<file path="config.mk">
export PLATFORM = sky130hd
export DESIGN_NAME = layered_led_matrix_buffer
export DESIGN_NICKNAME = d
export VERILOG_FILES = /design/src/llmb_pkg.sv /design/src/llmb_ram.sv /design/src/llmb_update.sv /design/src/layered_led_matrix_buffer.sv
export SDC_FILE = /design/constraint.sdc
export NUM_CORES = 1
export LEC_CHECK = 0
export BUFFER_PORTS_ARGS = -buffer_cell sky130_fd_sc_hd__buf_2
export CAP_MARGIN = 20
export CORE_MARGIN = 2
export CORE_UTILIZATION = 49
export DETAILED_ROUTE_END_ITERATION = 8
export GPL_TIMING_DRIVEN = 0
export PLACE_DENSITY = 0.68
export SLEW_MARGIN = 5
export SYNTH_ARGS = -nofsm -noshare
export SYNTH_HDL_FRONTEND = slang
export SYNTH_SLANG_ARGS = --single-unit
export TNS_END_PERCENT = 100
</file>
<file path="constraint.sdc">
create_clock -name clk -period 5.7 [get_ports clk]
set_input_delay 0.855 -clock clk [delete_from_list [all_inputs] [get_ports clk]]
set_output_delay 0.855 -clock clk [all_outputs]
set_load 0.02 [all_outputs]
</file>
<file path="src/llmb_pkg.sv">
// ----------------------------------------------------------------------------
// Layered LED matrix buffer package
// Geometry constants, command codes, item types and a shared helper function.
// ----------------------------------------------------------------------------
package llmb_pkg;

  localparam int ROWS     = 8;
  localparam int COLS     = 8;
  localparam int COLORS   = 3;
  localparam int LEVELS   = 4;
  localparam int NLEDS    = ROWS * COLS;

  localparam int COLOR_W  = 3;   // width of the colour mask field
  localparam int PB_W     = 8;   // width of the returned row bitmap
  localparam int LT_W     = LEVELS * (1 + COLOR_W);
  localparam int FR_W     = COLORS * COLS;
  localparam int LED_AW   = (NLEDS > 1) ? $clog2(NLEDS) : 1;
  localparam int FR_AW    = (ROWS > 1) ? $clog2(ROWS) : 1;
  localparam int COL_AW   = (COLS > 1) ? $clog2(COLS) : 1;
  localparam int LEVEL_AW = (LEVELS > 1) ? $clog2(LEVELS) : 1;

  localparam logic [2:0] K_SET  = 3'd0;
  localparam logic [2:0] K_CLR  = 3'd1;
  localparam logic [2:0] K_TGL  = 3'd2;
  localparam logic [2:0] K_PUSH = 3'd3;
  localparam logic [2:0] K_BASE = 3'd4;
  localparam logic [2:0] K_POP  = 3'd5;
  localparam logic [2:0] K_READ = 3'd6;

  typedef struct packed {
    logic [2:0] kind;
    logic [5:0] led_index;
    logic [2:0] color_mask;
    logic [1:0] layer;
    logic [2:0] row;
    logic [1:0] plane;
  } in_t;

  typedef struct packed {
    logic            status;
    logic [PB_W-1:0] plane_bits;
  } out_t;

  typedef struct packed {
    logic            status;
    logic [PB_W-1:0] plane_bits;
    logic            led_we;
    logic [LT_W-1:0] led_wdata;
    logic            frame_we;
    logic [FR_W-1:0] frame_wdata;
  } upd_t;

  // Index of the highest set bit of a layer mask, zero for an empty mask.
  function automatic logic [LEVEL_AW-1:0] highest_layer(input logic [LEVELS-1:0] m);
    logic [LEVEL_AW-1:0] h;
    h = '0;
    for (int i = 0; i < LEVELS; i++) begin
      if (m[i]) begin
        h = LEVEL_AW'(i);
      end
    end
    return h;
  endfunction

endpackage

</file>
<file path="src/llmb_ram.sv">
// ----------------------------------------------------------------------------
// Layered LED matrix buffer RAM
// Single-port-write, registered-read memory with per-entry valid bits, so
// entries never written since reset read as zero.
// ----------------------------------------------------------------------------
module llmb_ram #(
  parameter int DEPTH = 64,
  parameter int WIDTH = 16,
  localparam int AW = (DEPTH > 1) ? $clog2(DEPTH) : 1
) (
  input  logic             clk,
  input  logic             rst_n,
  input  logic             rd_en,
  input  logic [AW-1:0]    rd_addr,
  output logic [WIDTH-1:0] rd_data,
  input  logic             wr_en,
  input  logic [AW-1:0]    wr_addr,
  input  logic [WIDTH-1:0] wr_data
);

  logic [WIDTH-1:0] mem [DEPTH];
  logic [DEPTH-1:0] valid_r;
  logic [WIDTH-1:0] rd_data_r;

  always_ff @(posedge clk) begin
    if (wr_en) begin
      mem[wr_addr] <= wr_data;
    end
  end

  always_ff @(posedge clk) begin
    if (!rst_n) begin
      valid_r <= '0;
    end else if (wr_en) begin
      valid_r[wr_addr] <= 1'b1;
    end
  end

  always_ff @(posedge clk) begin
    if (rd_en) begin
      rd_data_r <= valid_r[rd_addr] ? mem[rd_addr] : '0;
    end
  end

  assign rd_data = rd_data_r;

endmodule

</file>
<file path="src/llmb_update.sv">
// ----------------------------------------------------------------------------
// Layered LED matrix buffer update logic
// Works out the new layer entry, the new frame row and the result of one
// command from the two rows read out of the memories.
// ----------------------------------------------------------------------------
module llmb_update (
  input  llmb_pkg::in_t               cmd,
  input  logic [llmb_pkg::LT_W-1:0]   led_row,
  input  logic [llmb_pkg::FR_W-1:0]   frame_row,
  output llmb_pkg::upd_t              upd
);
  import llmb_pkg::*;

  logic [LEVELS-1:0]         mask, mask_new, lay_bit;
  logic [LEVELS*COLOR_W-1:0] cols, cols_new;
  logic [COLORS-1:0]         px, px_new, cm;
  logic [COL_AW-1:0]         col;
  logic [COLOR_W-1:0]        lay_col;
  logic [FR_W-1:0]           fr_new;
  logic                      led_ok, lay_ok, reject, is_write;

  always_comb begin
    mask     = led_row[LEVELS-1:0];
    cols     = led_row[LT_W-1:LEVELS];
    col      = COL_AW'(cmd.led_index % COLS);
    led_ok   = 32'(cmd.led_index) < NLEDS;
    lay_ok   = 32'(cmd.layer) < LEVELS;
    is_write = cmd.kind <= K_POP;
    cm       = COLORS'(cmd.color_mask);
    for (int i = 0; i < LEVELS; i++) begin
      lay_bit[i] = (32'(cmd.layer) == i);
    end
    lay_col = cols[cmd.layer*COLOR_W +: COLOR_W];
    for (int p = 0; p < COLORS; p++) begin
      px[p] = frame_row[p*COLS + 32'(col)];
    end

    mask_new = mask;
    cols_new = cols;
    px_new   = px;
    reject   = 1'b0;

    unique case (cmd.kind)
      K_SET: px_new = px | cm;
      K_CLR: px_new = px & ~cm;
      K_TGL: px_new = px ^ cm;
      K_PUSH: begin
        if (!lay_ok) begin
          reject = 1'b1;
        end else if (mask == '0) begin
          mask_new = lay_bit;
          cols_new[cmd.layer*COLOR_W +: COLOR_W] = cmd.color_mask;
          px_new = px | cm;
        end else if ((mask & lay_bit) != '0) begin
          reject = 1'b1;
        end else begin
          mask_new = mask | lay_bit;
          cols_new[cmd.layer*COLOR_W +: COLOR_W] = cmd.color_mask;
          // A new top layer replaces whatever colours the LED showed.
          if (32'(highest_layer(mask)) < 32'(cmd.layer)) begin
            px_new = cm;
          end
        end
      end
      K_BASE: begin
        if (cmd.layer != '0) begin
          reject = 1'b1;
        end else begin
          mask_new = LEVELS'(1);
          cols_new[COLOR_W-1:0] = cmd.color_mask;
          px_new = px ^ cm;
        end
      end
      K_POP: begin
        if (!lay_ok) begin
          reject = 1'b1;
        end else begin
          mask_new = mask & ~lay_bit;
          cols_new[cmd.layer*COLOR_W +: COLOR_W] = '0;
          px_new = px & ~COLORS'(lay_col);
          // The popped layer is no longer in the mask, so the old colour
          // table gives the right colour for the highest remaining layer.
          if (mask_new != '0) begin
            px_new = px_new |
                     COLORS'(cols[highest_layer(mask_new)*COLOR_W +: COLOR_W]);
          end
        end
      end
      default: ;
    endcase

    fr_new = frame_row;
    for (int p = 0; p < COLORS; p++) begin
      fr_new[p*COLS + 32'(col)] = px_new[p];
    end

    upd.status      = is_write && (!led_ok || reject);
    upd.plane_bits  = '0;
    if (cmd.kind == K_READ && 32'(cmd.row) < ROWS && 32'(cmd.plane) < COLORS) begin
      upd.plane_bits = PB_W'(frame_row[cmd.plane*COLS +: COLS]);
    end
    upd.led_we      = is_write && led_ok && !reject;
    upd.led_wdata   = {cols_new, mask_new};
    upd.frame_we    = is_write && led_ok && !reject;
    upd.frame_wdata = fr_new;
  end

endmodule

</file>
<file path="src/layered_led_matrix_buffer.sv">
// ----------------------------------------------------------------------------
// Layered LED matrix buffer
// Frame buffer of per-colour row bitmaps with a per-LED stack of priority
// layers, driven by single commands that each give one result item.
// ----------------------------------------------------------------------------
//
//  Channel   Ports                   Handshake
//  -------   ---------------------   -----------------------------------------
//  command   start, busy, in_item    taken on a clock edge with start && !busy
//  result    out_valid, out_item     shown for one cycle, out_valid high
//
// For each item, the accepting edge reads the LED's layer entry and the
// affected frame row from their memories; the next edge writes both back,
// unless the item is a read or is rejected, and registers the result. The
// result is on the ports in the cycle after that, while the block can already
// take the next item; it accepts no new item while busy with the last one.
// Reset is synchronous and active low; it clears the valid bits of both
// memories at once, so no clearing pass is needed. The receiver cannot stall
// the block.
//
module layered_led_matrix_buffer (
  input  logic           clk,
  input  logic           rst_n,
  input  logic           start,
  output logic           busy,
  input  llmb_pkg::in_t  in_item,
  output logic           out_valid,
  output llmb_pkg::out_t out_item
);
  import llmb_pkg::*;

  localparam logic ST_IDLE = 1'b0;
  localparam logic ST_EXEC = 1'b1;

  logic             state_r, state_nxt;
  in_t              cmd_r;
  logic             out_valid_r;
  out_t             out_item_r;
  logic             accept;
  logic [FR_AW-1:0] frame_rd_addr, frame_wr_addr;
  logic [LT_W-1:0]  led_row;
  logic [FR_W-1:0]  frame_row;
  upd_t             upd;

  assign busy   = (state_r == ST_EXEC);
  assign accept = start && !busy;

  // A read command fetches the requested row; every other command the row
  // holding its LED.
  assign frame_rd_addr = (in_item.kind == K_READ) ? FR_AW'(in_item.row)
                                                  : FR_AW'(in_item.led_index / COLS);
  assign frame_wr_addr = FR_AW'(cmd_r.led_index / COLS);

  llmb_ram #(
    .DEPTH (NLEDS),
    .WIDTH (LT_W)
  ) u_led_table (
    .clk     (clk),
    .rst_n   (rst_n),
    .rd_en   (accept),
    .rd_addr (in_item.led_index[LED_AW-1:0]),
    .rd_data (led_row),
    .wr_en   (busy && upd.led_we),
    .wr_addr (cmd_r.led_index[LED_AW-1:0]),
    .wr_data (upd.led_wdata)
  );

  llmb_ram #(
    .DEPTH (ROWS),
    .WIDTH (FR_W)
  ) u_frame (
    .clk     (clk),
    .rst_n   (rst_n),
    .rd_en   (accept),
    .rd_addr (frame_rd_addr),
    .rd_data (frame_row),
    .wr_en   (busy && upd.frame_we),
    .wr_addr (frame_wr_addr),
    .wr_data (upd.frame_wdata)
  );

  llmb_update u_update (
    .cmd       (cmd_r),
    .led_row   (led_row),
    .frame_row (frame_row),
    .upd       (upd)
  );

  always_comb begin
    state_nxt = state_r;
    unique case (state_r)
      ST_IDLE: if (accept) state_nxt = ST_EXEC;
      ST_EXEC: state_nxt = ST_IDLE;
      default: state_nxt = ST_IDLE;
    endcase
  end

  always_ff @(posedge clk) begin
    if (!rst_n) begin
      state_r     <= ST_IDLE;
      out_valid_r <= 1'b0;
    end else begin
      state_r     <= state_nxt;
      out_valid_r <= busy;
    end
  end

  // Payload registers carry no reset.
  always_ff @(posedge clk) begin
    if (accept) begin
      cmd_r <= in_item;
    end
    if (busy) begin
      out_item_r.status     <= upd.status;
      out_item_r.plane_bits <= upd.plane_bits;
    end
  end

  assign out_valid = out_valid_r;
  assign out_item  = out_item_r;

  // Every result follows exactly one execute cycle.
  a_result_after_exec: assert property (@(posedge clk) disable iff (!rst_n)
    out_valid |-> $past(state_r == ST_EXEC))
    else $error("result without an execute cycle");

  // An accepted item always goes on to execute.
  a_accept_to_exec: assert property (@(posedge clk) disable iff (!rst_n)
    accept |=> busy)
    else $error("accepted item did not execute");

  // Execution lasts a single cycle.
  a_exec_one_cycle: assert property (@(posedge clk) disable iff (!rst_n)
    busy |=> !busy)
    else $error("execute state held longer than one cycle");

  // A row read is never rejected.
  a_read_not_rejected: assert property (@(posedge clk) disable iff (!rst_n)
    (busy && cmd_r.kind == K_READ) |=> (out_valid && !out_item.status))
    else $error("row read answered as rejected");

  // Only a row read returns bitmap data.
  a_bits_only_on_read: assert property (@(posedge clk) disable iff (!rst_n)
    (busy && cmd_r.kind != K_READ) |=> (out_item.plane_bits == '0))
    else $error("bitmap data on a command other than a read");

endmodule
</file>
* After elaboration in Yosys (flattened, before gate mapping)
Memories as Yosys holds them, arrays and structs flattened. A register that Yosys moved wholly into a read port is not among the register bits.
Index checks and enable logic that the tools add are counted.
Widths: inputs -> output; s select.
** Cells by class
- Add/sub/neg operators :: 3
- Multipliers :: 2
- Magnitude comparators :: 15
- Equal/unequal tests :: 10
- Shift-type cells :: 6
- Multiplexer cells :: 60
- Bitwise gates (word level) :: 14
- Reductions and logical operators :: 20
** Operator list (count)
- $bwmux 24 :: 3
- $ge 32x1->1 const B :: 2
- $lt 32x6->1 const B :: 2
- $or 64x64->64 :: 1
- $neg 4->34 :: 1
- $shift 3x34->12 const A :: 1
- $shiftx 3x34->12 :: 1
- $shiftx 3x34->12 const A :: 1
- $bwmux 12 :: 2
- $mux 12 :: 2
- $shiftx 12x5->3 :: 2
- $shiftx 24x6->8 :: 1
- $mux 3 :: 7
- $mux 1 :: 18
- $mux 2 :: 9
- $pmux 3 s6 :: 1
- $pmux 9 s2 :: 1
- $lt 6x7->1 const B :: 2
- $eq 3x3->1 const B :: 4
- $mux 4 :: 3
- $pmux 4 s3 :: 1
- $bmux 1 s5 :: 2
- $demux 1 s5 :: 2
- $logic_and 1x1->1 :: 10
- 35 further kinds :: 51
** Storage, ports and cells
- Register bits :: 99
- RAM bits :: 1216
- Bits of input ports :: 22
- Output and inout bits :: 11
- Word-level logic and storage cells :: 143
- Memories kept :: 2
** Memories
- u_led_table.mem :: depth 64, width 16, rd ports 1, clocked after Yosys merged registers in 1, wr ports 1, RTL line llmb_ram.sv:21 : logic [WIDTH-1:0] mem [DEPTH];
- u_frame.mem :: depth 8, width 24, rd ports 1, clocked after Yosys merged registers in 1, wr ports 1, RTL line llmb_ram.sv:21

* Logic depth before layout (Yosys ltp)
- Word-level depth :: 16
- Depth in mapped cells :: 11
- Mapped depth without buffers :: 10

* By module
From an unflattened synthesis, not the netlist that was laid out.
** Unflattened totals
- Cells, all modules :: 2643
- Area total of the unflattened synthesis :: 53450.0 um^2
** Modules (own cells, without submodules)
- llmb_ram at u_led_table :: instances 1, cells an instance 1908, area an instance 41828.9 um^2, seq. area each 32511.2 um^2
- llmb_ram at u_frame :: instances 1, cells an instance 361, area an instance 8348.0 um^2, seq. area each 6646.4 um^2
- llmb_update :: instances 1, cells an instance 335, area an instance 2296.0 um^2, seq. area each 0.0 um^2
- layered_led_matrix_buffer :: instances 1, cells an instance 39, area an instance 977.2 um^2, seq. area each 880.8 um^2

* Worst setup path after synthesis
Ideal clock, no wire load.
- Path kind :: reg-to-reg
- From :: register cmd_r[5] (netlist bit)
- To :: memory u_led_table.mem[0][10] (data pin)
- Setup time :: 0.548 ns
- Arrival :: 3.692 ns
- Data required time :: 5.152 ns
- Path slack :: 1.460 ns
- Cell stages (with the launch flop) :: 11
- Buffers on the path :: 3
- Period minus slack after synthesis :: 4.240 ns
- Cells stage by stage :: edfxtp_1 buf_2 inv_2 ha_1 buf_2 a22oi_1 nand2_2 nor2_1 clkbuf_1 a32oi_1 a21oi_1
** On the way
- Longest elaborated chain between the ends :: 7
- Elaborated cells between the ends (all ways) :: 16
- Classes of those cells :: add/sub (1); mul (1); eq/ne (3); shift (3); mux (5); bitwise (1); reduce/logical (2)
** Ends and longest elaborated chain
- start: declaration :: RTL line layered_led_matrix_buffer.sv:36 : in_t cmd_r;
- start signal: assignment :: RTL line layered_led_matrix_buffer.sv:111 : cmd_r <= in_item;
- $mul 2x2->4 :: RTL line llmb_update.sv:52, llmb_update.sv:58, llmb_update.sv:79
- $neg 4->34 :: RTL line llmb_update.sv:52, llmb_update.sv:58, llmb_update.sv:79
- $shiftx 3x34->12 or $shift 3x34->12 (tied branches) :: RTL line llmb_update.sv:52, llmb_update.sv:58, llmb_update.sv:79
- $bwmux 12 :: RTL line llmb_update.sv:52, llmb_update.sv:58
- $mux 12 :: RTL line llmb_update.sv:54 : end else if ((mask & lay_bit) != '0) begin
- $mux 12 :: RTL line llmb_update.sv:50 : end else if (mask == '0) begin
- $pmux 9 s2 (*) :: RTL line llmb_update.sv:43 : unique case (cmd.kind)
- via u_led_table.wr_data[10] :: RTL line llmb_ram.sv:18 : input logic [WIDTH-1:0] wr_data
- end: declaration :: RTL line llmb_ram.sv:21
The timed path passes the listed nets; every way through them passes the cells marked *.

* Final worst setup path
- From :: register cmd_r[10] (netlist bit)
- To :: memory u_frame.mem[1][15] (netlist bit) (data pin)
** On the way
- Longest elaborated chain between the ends :: 9
- Elaborated cells between the ends (all ways) :: 32
- Classes of those cells :: add/sub (2); order compare (4); mux (19); bitwise (5); reduce/logical (2)
** Ends and longest elaborated chain
- branches (longest 8 deep; another with $ge 32x1->1)
- $bwmux 24 (*) :: RTL line llmb_update.sv:94 : fr_new[p*COLS + 32'(col)] = px_new[p];
- via u_frame.wr_data[15] :: RTL line llmb_ram.sv:18
- end: declaration :: RTL line llmb_ram.sv:21
Mark *: on every way through the listed nets, which the timed path passes. The select of a mux whose other input is x is not followed.

==> metrics.cfg <==
[outcome]
status=completed

[die]
core_area_um2=107100
initial_core_util_pct=49.40
die_area_um2=110600
die_h_um=332.5
pin_count=33
die_w_um=332.5
rows=120

[clock_tree]
cts.path.max_buffers=3
post_cts_buffers=0
cts_sinks=1355
holdBufCountCts=0
clk_pin_slew_ns=0.06
ctsResizeCount=0
cts_root_buf=clkbuf_16
cts_tree=done
worstSkewPairLatency_ns=0.76
cts_buffers=135
cts_htree_levels=4

[placed_design]
dpl.hpwl_um=91290
placed_area_um2=56600
io_buffers=31
place_worst_setup_slack_ns=1.353
gp_congestion=1.016

[sta]
whs_ns=0.2975
drv_slew=0
min_period_over_period_pct=77.01
max_freq_mhz=227.8
setup_ws_ns=1.310
tightest_slew_ns=1.185
finalSetupTns_ns=0
period_needed_ns=4.390
hold_viol=0
rsz0062_at_grt=no
setup_viol=0
relSlewSlack_pct=20.97
fin_worst_skew_ns=0.02866

[worst_setup_path]
timing.setup.critical_path_class=reg -> reg
critPathMaxFanout=10
crit_required_ns=6.06
critical_path_arrival_ns=4.75
cp-start-kind=flop
end_kind=flop

[logic_synthesis]
avgSynthCellArea_um2=18.68
synth_area_um2=52890
ys_seq_elements=1355
ys.flop_type=edfxtp_1
synthArstFlopShare_pct=0
synth_top_area_share_pct=72.73
netlist_top_cells_area=edfxtp_1, mux4_2, dfxtp_1
yosysMostFrequentCell=edfxtp_1
yosysSeqAreaShare_pct=75.53
postSynthCellCount=2832
syn_nets=2865
synth_common_cells=edfxtp_1, mux4_2, nand2_1, nand3_1, a22oi_1
synth_area_leader_cell=edfxtp_1
yosysWarnings=0
synth_cell_types=65
synth-edff-count=1281

[detailed_routing]
initialDrtViolationCount=3844
met2WireLength_um=63940
met3WireLength_um=13200
vias_per_cell=6.259
wl_um=134800
top_layer_used=met5
dr_total_vias=28820
wl_met1_um=52460
firstDrtPassIters=6
drtAntennaViolNets=0
drc_errors=0
routedWlPerCell_um=29.27

[power_and_ir_drop]
pwr-share-comb_pct=5.8
peakVddDrop_mv=0.3412
p_leak_nw=19.59
pwr_density_cell_nw_per_um2=340.5
switching_share_pct=22.02
clockPowerShare_pct=41.1
p_int_w=0.01616
power_frac_seq_pct=53.1
power.switching_w=0.004563

[layout]
final_area_um2=60860
area_growth_pct=15.08
drive_gt1_share_pct=23.78
nNetsFinal=3128
final_core_utilization_pct=56.85

[hold_path]
hold_class=in -> reg

[grt]
grt_use_total_pct=24.41
grt_max_degree=65
grt-ovfl-total=0
grt_pass1_vias=29120
grt_pass1_wl_um=195700
antenna_found_initial=5

[flow_run]
maxCapViolCount=0

[cell families after synthesis]
| family | Yosys count | synth area share, % |
|---|---|---|
| AOI/OAI and AO/OA | 402 | 5.200 |
| adders and majority gates | 11 | 0.2602 |
| buffers and inverters | 189 | 1.694 |
| DFF | 1355 | 75.53 |
| muxes | 305 | 12.45 |
| and+or+nand+nor | 570 | 4.866 |
[state kept, by name (all words and copies together) (netlist names)]
name	cells
u_led_table.mem	1024
u_frame.mem	192
u_led_table.valid_r	64
u_frame.rd_data	24
cmd_r	16
u_led_table.rd_data	16
out_item	9
u_frame.valid_r	8
busy	1
out_valid	1
[layout by cell type, fill, tap and decap left out, types with 49 or more instances in the layout]
cell	synthesis	routed
nand3_1	147	147
nor2_2	8	72
a21oi_1	118	115
a22oi_1	137	136
clkbuf_1	100	132
buf_8	0	55
nand2_1	226	226
o21a_1	73	73
mux4_2	280	280
buf_2	34	65
clkbuf_16	0	136
dfxtp_1	74	74
edfxtp_1	1281	1281
nor2_1	113	49
[critical path, stage by stage (launching register included)]
cell      delay [ns]
edfxtp_1        0.50
buf_2           0.29
mux4_2          0.52
mux2i_1         0.32
inv_2           0.08
ha_1            0.20
nor3b_1         0.13
a211oi_1        0.55
o31ai_1         0.29
o32ai_2         0.62
a21oi_1         0.48
[per-layer routing]
layer,vias up,GRT usage (%)
met4,2,9.749
met2,1541,38.06
met1,14970,33.58
met3,301,5.667
met5,-,0
li1,12010,-
[power by group through the flow]
stage	Clock (W)	Combinational [W]	Sequential [W]
3_3_place_gp	0	0.00108	0.0112
6_report	0.00852	0.00120	0.0110
4_1_cts	0.00863	0.00119	0.0110
5_1_grt	0.00904	0.00127	0.0110
3_5_place_dp	0	0.00118	0.0112
2_1_floorplan	0	0.000692	0.0112
[path summary, 6_finish.rpt]
| check | from | endpoint | slack [ns] | depth (start not counted) |
|---|---|---|---|---|
| worst min-delay path | in_item[17] | cmd_r[17]$_DFFE_PP_ | 0.30 | 1 |
| worst max-delay path | cmd_r[10]$_DFFE_PP_ | u_frame.mem[1][15]$_DFFE_PP_ | 1.31 | 10 |
| worst min register to register | u_frame.valid_r[4]$_SDFFE_PN0P_ | u_frame.valid_r[4]$_SDFFE_PN0P_ | 0.46 | 1 |
| worst max register to register | cmd_r[10]$_DFFE_PP_ | u_frame.mem[1][15]$_DFFE_PP_ | 1.31 | 10 |
[final cells by class]
type,instances,area (um^2)
antenna,2,5.005
buffer,166,809.5
clock buffer,176,3627
clock inverter,66,614.3
fill,7821,46190
inverter,23,86.33
multi-input combinational,1288,12280
sequential,1355,39950
tap,1403,1755
timing repair buffer,126,1738
[through the flow]
step	power, W	instances
after floorplan	0.01190	2832
after global placement	0.01232	4266
after detailed placement	0.01239	4359
after CTS	0.02082	4601
after global routing	0.02130	4603
final	0.02072	4605
No activity file was read; power rests on OpenSTA's default activity.
